$ cat src/rtl/lie_pkg.sv
// ----------------------------------------------------------------------------
// lie_pkg
// shared constants, status codes and controller/datapath interface structs
// ----------------------------------------------------------------------------
package lie_pkg;

    localparam int MAX_POINTS = 16;
    localparam int IDX_W      = $clog2(MAX_POINTS);
    localparam int CNT_W      = $clog2(MAX_POINTS + 1);

    // result status codes
    localparam logic [1:0] ST_OK   = 2'd0;
    localparam logic [1:0] ST_AXES = 2'd1;
    localparam logic [1:0] ST_DUP  = 2'd2;
    localparam logic [1:0] ST_SAT  = 2'd3;

    // configuration register indexes
    localparam logic [1:0] CFG_DOMAIN   = 2'd0;
    localparam logic [1:0] CFG_CODOMAIN = 2'd1;
    localparam logic [1:0] CFG_COUNT    = 2'd2;

    // axis codes
    localparam logic [1:0] AXIS_X = 2'd0;
    localparam logic [1:0] AXIS_Y = 2'd1;

    // divider: 33-bit magnitude shifted by 16 fraction bits
    localparam int DIV_N_W = 49;
    localparam int DIV_D_W = 33;

    typedef struct packed {
        logic             wr;
        logic             load_q;
        logic             pend_set;
        logic [1:0]       pend_status;
        logic             rd;
        logic [IDX_W-1:0] addr_i;
        logic [IDX_W-1:0] addr_j;
        logic             div_start;
        logic             fclamp;
        logic             mul;
        logic             mul_term;
        logic             li_init;
        logic             li_upd;
        logic             acc;
        logic             fin;
        logic             out_load;
    } cmd_t;

    typedef struct packed {
        logic             axes_eq;
        logic             dup_eq;
        logic             div_done;
        logic [CNT_W-1:0] count;
    } sts_t;

    // pick one coordinate out of a stored {z, y, x} word, code three means z
    function automatic logic signed [31:0] sel_axis(input logic [95:0] w,
                                                    input logic [1:0] axis);
        logic signed [31:0] r;
        case (axis)
            AXIS_X:  r = w[31:0];
            AXIS_Y:  r = w[63:32];
            default: r = w[95:64];
        endcase
        return r;
    endfunction

    // drop 16 fraction bits, rounding toward zero
    function automatic logic signed [63:0] trunc16(input logic signed [63:0] p);
        logic signed [63:0] adj;
        adj = p + (p[63] ? 64'sd65535 : 64'sd0);
        return adj >>> 16;
    endfunction

endpackage

$ cat src/rtl/lie_ctrl.sv
// ----------------------------------------------------------------------------
// lie_ctrl
// sequencer: duplicate scan, basis products, term accumulation, handshakes
// ----------------------------------------------------------------------------
module lie_ctrl
(
    input  logic          clk,
    input  logic          rst_n,
    input  logic          in_valid,
    input  logic          mode,
    output logic          in_stall,
    output logic          out_valid,
    input  logic          out_stall,
    input  lie_pkg::sts_t sts,
    output lie_pkg::cmd_t cmd
);
    import lie_pkg::*;

    localparam logic [3:0] S_IDLE  = 4'd0;
    localparam logic [3:0] S_DRD   = 4'd1;
    localparam logic [3:0] S_DCMP  = 4'd2;
    localparam logic [3:0] S_EI    = 4'd3;
    localparam logic [3:0] S_EJ    = 4'd4;
    localparam logic [3:0] S_ERD   = 4'd5;
    localparam logic [3:0] S_EDIV0 = 4'd6;
    localparam logic [3:0] S_EDIV  = 4'd7;
    localparam logic [3:0] S_EFCL  = 4'd8;
    localparam logic [3:0] S_EMUL  = 4'd9;
    localparam logic [3:0] S_ELI   = 4'd10;
    localparam logic [3:0] S_TRD   = 4'd11;
    localparam logic [3:0] S_TMUL  = 4'd12;
    localparam logic [3:0] S_TACC  = 4'd13;
    localparam logic [3:0] S_FIN   = 4'd14;
    localparam logic [3:0] S_DONE  = 4'd15;

    logic [3:0]       state_reg, state_next;
    logic [CNT_W-1:0] i_reg, i_next;
    logic [CNT_W-1:0] j_reg, j_next;
    logic             out_valid_reg, out_valid_next;

    assign in_stall  = (state_reg != S_IDLE);
    assign out_valid = out_valid_reg;

    always_comb
    begin
        state_next = state_reg;
        i_next     = i_reg;
        j_next     = j_reg;
        cmd        = '0;
        cmd.addr_i = i_reg[IDX_W-1:0];
        cmd.addr_j = j_reg[IDX_W-1:0];

        unique case (state_reg)
            S_IDLE:
            begin
                if (in_valid)
                begin
                    if (!mode)
                    begin
                        cmd.wr          = 1'b1;
                        cmd.pend_set    = 1'b1;
                        cmd.pend_status = ST_OK;
                        state_next      = S_DONE;
                    end
                    else
                    begin
                        cmd.load_q = 1'b1;
                        i_next     = '0;
                        j_next     = CNT_W'(1);
                        if (sts.axes_eq)
                        begin
                            cmd.pend_set    = 1'b1;
                            cmd.pend_status = ST_AXES;
                            state_next      = S_DONE;
                        end
                        else if (sts.count == '0)
                        begin
                            cmd.pend_set    = 1'b1;
                            cmd.pend_status = ST_OK;
                            state_next      = S_DONE;
                        end
                        else if (sts.count == CNT_W'(1))
                            state_next = S_EI;
                        else
                            state_next = S_DRD;
                    end
                end
            end
            S_DRD:
            begin
                cmd.rd     = 1'b1;
                state_next = S_DCMP;
            end
            S_DCMP:
            begin
                if (sts.dup_eq)
                begin
                    cmd.pend_set    = 1'b1;
                    cmd.pend_status = ST_DUP;
                    state_next      = S_DONE;
                end
                else if (j_reg + CNT_W'(1) < sts.count)
                begin
                    j_next     = j_reg + CNT_W'(1);
                    state_next = S_DRD;
                end
                else if (i_reg + CNT_W'(2) < sts.count)
                begin
                    i_next     = i_reg + CNT_W'(1);
                    j_next     = i_reg + CNT_W'(2);
                    state_next = S_DRD;
                end
                else
                begin
                    i_next     = '0;
                    state_next = S_EI;
                end
            end
            S_EI:
            begin
                cmd.li_init = 1'b1;
                j_next      = '0;
                state_next  = S_EJ;
            end
            S_EJ:
            begin
                if (j_reg >= sts.count)
                    state_next = S_TRD;
                else if (j_reg == i_reg)
                    j_next = j_reg + CNT_W'(1);
                else
                    state_next = S_ERD;
            end
            S_ERD:
            begin
                cmd.rd     = 1'b1;
                state_next = S_EDIV0;
            end
            S_EDIV0:
            begin
                cmd.div_start = 1'b1;
                state_next    = S_EDIV;
            end
            S_EDIV:
            begin
                if (sts.div_done)
                    state_next = S_EFCL;
            end
            S_EFCL:
            begin
                cmd.fclamp = 1'b1;
                state_next = S_EMUL;
            end
            S_EMUL:
            begin
                cmd.mul    = 1'b1;
                state_next = S_ELI;
            end
            S_ELI:
            begin
                cmd.li_upd = 1'b1;
                j_next     = j_reg + CNT_W'(1);
                state_next = S_EJ;
            end
            S_TRD:
            begin
                cmd.rd     = 1'b1;
                state_next = S_TMUL;
            end
            S_TMUL:
            begin
                cmd.mul      = 1'b1;
                cmd.mul_term = 1'b1;
                state_next   = S_TACC;
            end
            S_TACC:
            begin
                cmd.acc = 1'b1;
                if (i_reg + CNT_W'(1) < sts.count)
                begin
                    i_next     = i_reg + CNT_W'(1);
                    state_next = S_EI;
                end
                else
                    state_next = S_FIN;
            end
            S_FIN:
            begin
                cmd.fin    = 1'b1;
                state_next = S_DONE;
            end
            S_DONE:
            begin
                // hand over once the output register is free
                if (!out_valid_reg || !out_stall)
                begin
                    cmd.out_load = 1'b1;
                    state_next   = S_IDLE;
                end
            end
            default: state_next = S_IDLE;
        endcase
    end

    always_comb
    begin
        if (cmd.out_load)
            out_valid_next = 1'b1;
        else
            out_valid_next = out_valid_reg && out_stall;
    end

    always_ff @(posedge clk or negedge rst_n)
    begin
        if (!rst_n)
        begin
            state_reg     <= S_IDLE;
            i_reg         <= '0;
            j_reg         <= '0;
            out_valid_reg <= 1'b0;
        end
        else
        begin
            state_reg     <= state_next;
            i_reg         <= i_next;
            j_reg         <= j_next;
            out_valid_reg <= out_valid_next;
        end
    end

endmodule

$ cat config.mk
export PLATFORM = sky130hd
export DESIGN_NAME = lie_ctrl
export DESIGN_NICKNAME = d
export VERILOG_FILES = /design/src/rtl/lie_pkg.sv /design/src/rtl/lie_ctrl.sv
export SDC_FILE = /design/constraint.sdc
export NUM_CORES = 1
export LEC_CHECK = 0
export ABC_AREA = 1
export BUFFER_PORTS_ARGS = -buffer_cell sky130_fd_sc_hd__buf_2
export CAP_MARGIN = 20
export CELL_PAD_IN_SITES_DETAIL_PLACEMENT = 1
export CELL_PAD_IN_SITES_GLOBAL_PLACEMENT = 1
export CORE_ASPECT_RATIO = 2
export CORE_MARGIN = 2
export CORE_UTILIZATION = 40
export CTS_BUF_LIST = sky130_fd_sc_hd__clkbuf_8
export DETAILED_ROUTE_END_ITERATION = 6
export HOLD_SLACK_MARGIN = 0.03
export PLACE_DENSITY_LB_ADDON = 0.3
export SLEW_MARGIN = 20
export SYNTH_ARGS = -nofsm -noshare
export SYNTH_HDL_FRONTEND = slang
export SYNTH_SLANG_ARGS = --single-unit
$ cat constraint.sdc
create_clock -name clk -period 2.9 [get_ports clk]
set_clock_uncertainty 0.15 [all_clocks]
set_input_delay 0.58 -clock clk [delete_from_list [all_inputs] [get_ports clk]]
set_output_delay 0.58 -clock clk [all_outputs]
set_load 0.02 [all_outputs]
# Word level (Yosys, flattened, before mapping)
# Index checks and enable logic that the tools add are counted.
# totals
ff_bits,15
input_bits,13
output_inout_bits,25
word_cells,104
# op_classes
n_mux,50
reduce_logical,15
n_eq_ne,28
order_cmp,4
add_sub_neg,3
# ops
cell,count
$mux W5,14
$pmux W4 S15,1
$mux W4,10
$eq A4 B4 Y1 const B,8
$pmux W5 S5,1
$ne A2 B2 Y1 const B,9
$eq A4 B3 Y1 const B,4
$lt A5 B5 Y1,3
$pmux W5 S3,1
$mux W1,14
$mux W3,4
$add A5 B1 Y5 const B,2
$eq A4 B2 Y1 const B,2
$mux W2,4
$reduce_and A7 Y1,1
$ne A3 B3 Y1 const B,2
$pmux W3 S2,1
$reduce_and A6 Y1,1
$add A5 B2 Y5 const B,1
$eq A5 B1 Y1 const B,1
$eq A5 B5 Y1,1
$ge A5 B5 Y1,1
$logic_not A5 Y1,1
$reduce_bool A5 Y1,1
10 further kinds,12

# Depth between registers and ports, before layout
# depth
word_depth,7
ltp_mapped,15
depth_no_buf,15

# Worst setup path before layout
# No wires, ideal clock.
# synth_path
path_type,register -> register
start,register j_reg[0]
end,register j_reg[0]
path_slack_ps,555
n_path_buf,0
synth_period_minus_slack_ps,2345
arrival_ps,2078
setup_time_ps,117
stages_incl_launch_ff,16
t_required_ps,2633
cell_sequence,dfrtp_1 > ha_1 > nand3_1 > nand2_1 > nand2_1 > inv_1 > ha_1 > nand2_1 > nor2_1 > nand2_1 > nand3_2 > nand2_1 > nor2_1 > nor2_4 > nand3_1 > nand2_1
# synth_via
elab_chain_cells,5
elab_cells_between_ends,13
# synth_rtl
element,line,rtl
"start, declared",lie_ctrl.sv:38,"logic [CNT_W-1:0] j_reg, j_next;"
"start signal, assigned",lie_ctrl.sv:226,j_reg <= j_next;
$add A5 B1 Y5,--,
$lt A5 B5 Y1,lie_ctrl.sv:102,else if (j_reg + CNT_W'(1) < sts.count)
$mux W5,lie_ctrl.sv:102,
$mux W5,lie_ctrl.sv:96,if (sts.dup_eq)
$pmux W5 S5,lie_ctrl.sv:53,unique case (state_reg)
# Parallel ways exist; a longest one is shown, timed or not. The select of a mux whose other input is x is not followed.
# A chain may end at the register's enable or synchronous reset.

# Worst setup path in the final report
# layout_path
start,register j_reg[0]
end,register i_reg[1]
# layout_via
elab_chain_cells,4
# layout_rtl
element,line,rtl
$add A5 B1 Y5,lie_ctrl.sv:102,
$lt A5 B5 Y1,lie_ctrl.sv:102,
$ne A2 B2 Y1 (no line),--,
$reduce_and A6 Y1 (no line),--,
"end signal, assigned",lie_ctrl.sv:225,i_reg <= i_next;
"end, declared",lie_ctrl.sv:37,"logic [CNT_W-1:0] i_reg, i_next;"
# No other way between the ends.

==> qor.yml <==
synth:
  synthCells: 305
  netlist_area_sq_mm: 0.00197
  yosysUniqueCellTypes: 31
  synth_nets: 339
  yosysSeqAreaShare_pct: 19.0
  syn_avg_cell_area_sq_um: 6.47
  yosysWarnings: 0
  ys_ff_latch: 15
setup_path:
  worstPathMaxFanout: 10
  worst_setup_path_start_kind: "register"
  critPathKind: "register to register"
  r2r_start: "j_reg[0]"
  r2r_setup_slack_ps: 350
  rr_endpoint: "i_reg[1]"
  cp.arrival_ps: 2590
  required_ps: 2930
  endpoint_kind: "register"
  reg2regPathDepth: 13
floorplan:
  initial_core_util_pct: 40.9
  die_y_microns: 103
  dieArea_sq_mm: 0.00554
  die_w_microns: 53.7
  coreArea_sq_mm: 0.00482
  rows: 36
  boundaryPins: 38
final_layout:
  stdcell_count: 396
  multi_input_area_sq_mm: 0.00133
  fillers: 686
  area_delta_synth_final_pct: 12.6
  regArea_sq_um: 375
  drive_gt1_share_pct: 22.4
  nets: 374
  layout_commonest_cell: "nand2_1"
  final_cell_mix: "87 x nand2_1, 43 x inv_1, 37 x buf_2"
  antennaDiodeCount: 0
drt:
  met2_length_microns: 3710
  met3WireLength_microns: 140
  drt_iter0_markers: 23
  routed.top_layer: "met4"
  wirelength_microns: 6280
  wl_met1_microns: 2150
  first_pass_iters: 4
  wl_per_cell_microns: 15.9
  drc: 0
  vias: 2112
  detail_route.vias_per_cell: 5.33
  final_antenna_net_count: 0
cts:
  clk_pin_slew_ps: 70
  h-tree-depth: 1
  cts_buffers: 3
  worstSkewPairLatency_ps: 260
  post-cts-setup-buffers: 0
  cts_resized: 0
  cts_hold_buf: 0
  cts.sinks: 15
  cts_tree: "done"
  root_buffer: "clkbuf_8"
  clock_path_buffers: 2
timing:
  finalSetupTns_ps: 0
  hold_ws_ps: 69.8
  tightest_slew_ps: 406
  period_minus_slack_ps: 2550
  final-max-slew-violation-count: 0
  finalHoldViolCount: 0
  setup_viol: 0
  rsz0062_at_grt: "no"
  setup_ws_ps: 349
  post-route-period-util_pct: 88.0
  fmax_mhz: 392
  max_slew_margin_pct: 72.9
pwr:
  power.total_mw: 1.98
  powerDensity_mw_per_mm2: 889
  leakagePower_nw: 1.35
  max-vdd-ir-drop_uv: 429
place:
  pre_cts_ws_ps: 371
  routabilityCongestion: 0.858
  place_inst: 392
  portBuffers: 37
  hpwl_microns: 5410
grt:
  grt.total_usage_pct: 25.1
  grt_pass1_vias: 2115
  grt_overflow_total: 0
  grt_pass1_wl_microns: 10000
  grt_max_degree: 16
  antenna_found_initial: 0
hold_path:
  hp-class: "input pin to async pin"
outcome:
  status: "completed"
flow_run:
  drv_cap: 0
==> how the worst max path moves through the flow <==
stage,start,end,slack [ps],depth (start not counted)
after global routing,j_reg[0],j_reg[2],120,15
final,j_reg[0],i_reg[1],350,13
after CTS,j_reg[0],i_reg[1],350,13
after global placement,j_reg[0],i_reg[3],410,13
after detailed placement,j_reg[0],i_reg[1],370,13
after floorplan,j_reg[0],j_reg[0],550,15
==> synth_stat cells, drive strengths merged <==
master	n	area, sq um
xor2	2	17.5
o211ai	1	21.3
o21ai	10	65.1
xnor2	5	43.8
nor3	2	10.0
o22ai	4	25.0
buf	11	83.8
inv	49	184
dfrtp	15	375
ha	21	263
nand4	12	75.1
or2	1	6.26
nand3	35	190
a21o	1	7.51
nor2	29	145
nand3b	1	7.51
a21oi	9	48.8
nand2	97	404
==> metrics by stage <==
| stage | cell area, sq um | utilization (%) |
|---|---|---|
| after global routing | 2220 | 46.1 |
| after CTS | 2220 | 46.1 |
| final | 2220 | 46.1 |
| after floorplan | 1970 | - |
| after detailed placement | 2180 | 45.1 |
| after global placement | 2180 | 45.1 |
==> cells by family (layout without fill, tap and decap cells) <==
group / Yosys count / count (layout) / share of synthesized area [%]
flip-flops: 15 / 15 / 19.0
AO/OA/AOI/OAI: 25 / 25 / 8.50
XOR/XNOR: 7 / 7 / 3.11
AND/OR/NAND/NOR: 177 / 177 / 42.5
buffers and inverters: 60 / 94 / 13.6
adder cells (fa/ha/maj): 21 / 21 / 13.3
==> layout make-up <==
type / count / share of cell area, %
Clock buffer: 3 / 1.86
Clock inverter: 1 / 0.225
Inverter: 49 / 8.28
Multi-Input combinational cell: 230 / 59.9
Sequential cell: 15 / 16.9
Tap cell: 57 / 3.21
Timing Repair Buffer: 41 / 9.68
==> power by group <==
| part | switching (mW) | internal (mW) | total (mW) |
|---|---|---|---|
| logic | 0.967 | 0.468 | 1.43 |
| clock network | 0.0834 | 0.0956 | 0.179 |
| registers | 0.0922 | 0.270 | 0.362 |
==> metal layers <==
layer,up-vias,global-route usage [%]
met2,47,49.7
met3,22,2.16
met5,-,0
met1,997,22.7
met4,0,14.8
li1,1046,-
==> critical path, stage by stage (launching register included) <==
cell and delay [ps]:
dfrtp_1 390, ha_1 250, nand3_1 90, nand2_1 50, nand2_1 100, inv_1 80, ha_1 300, nand2_1 100
inv_1 40, nand2_1 160, nand3_2 230, o211ai_4 360, nand2_1 80, o21ai_1 90
No activity file was read; power rests on OpenSTA's default activity.
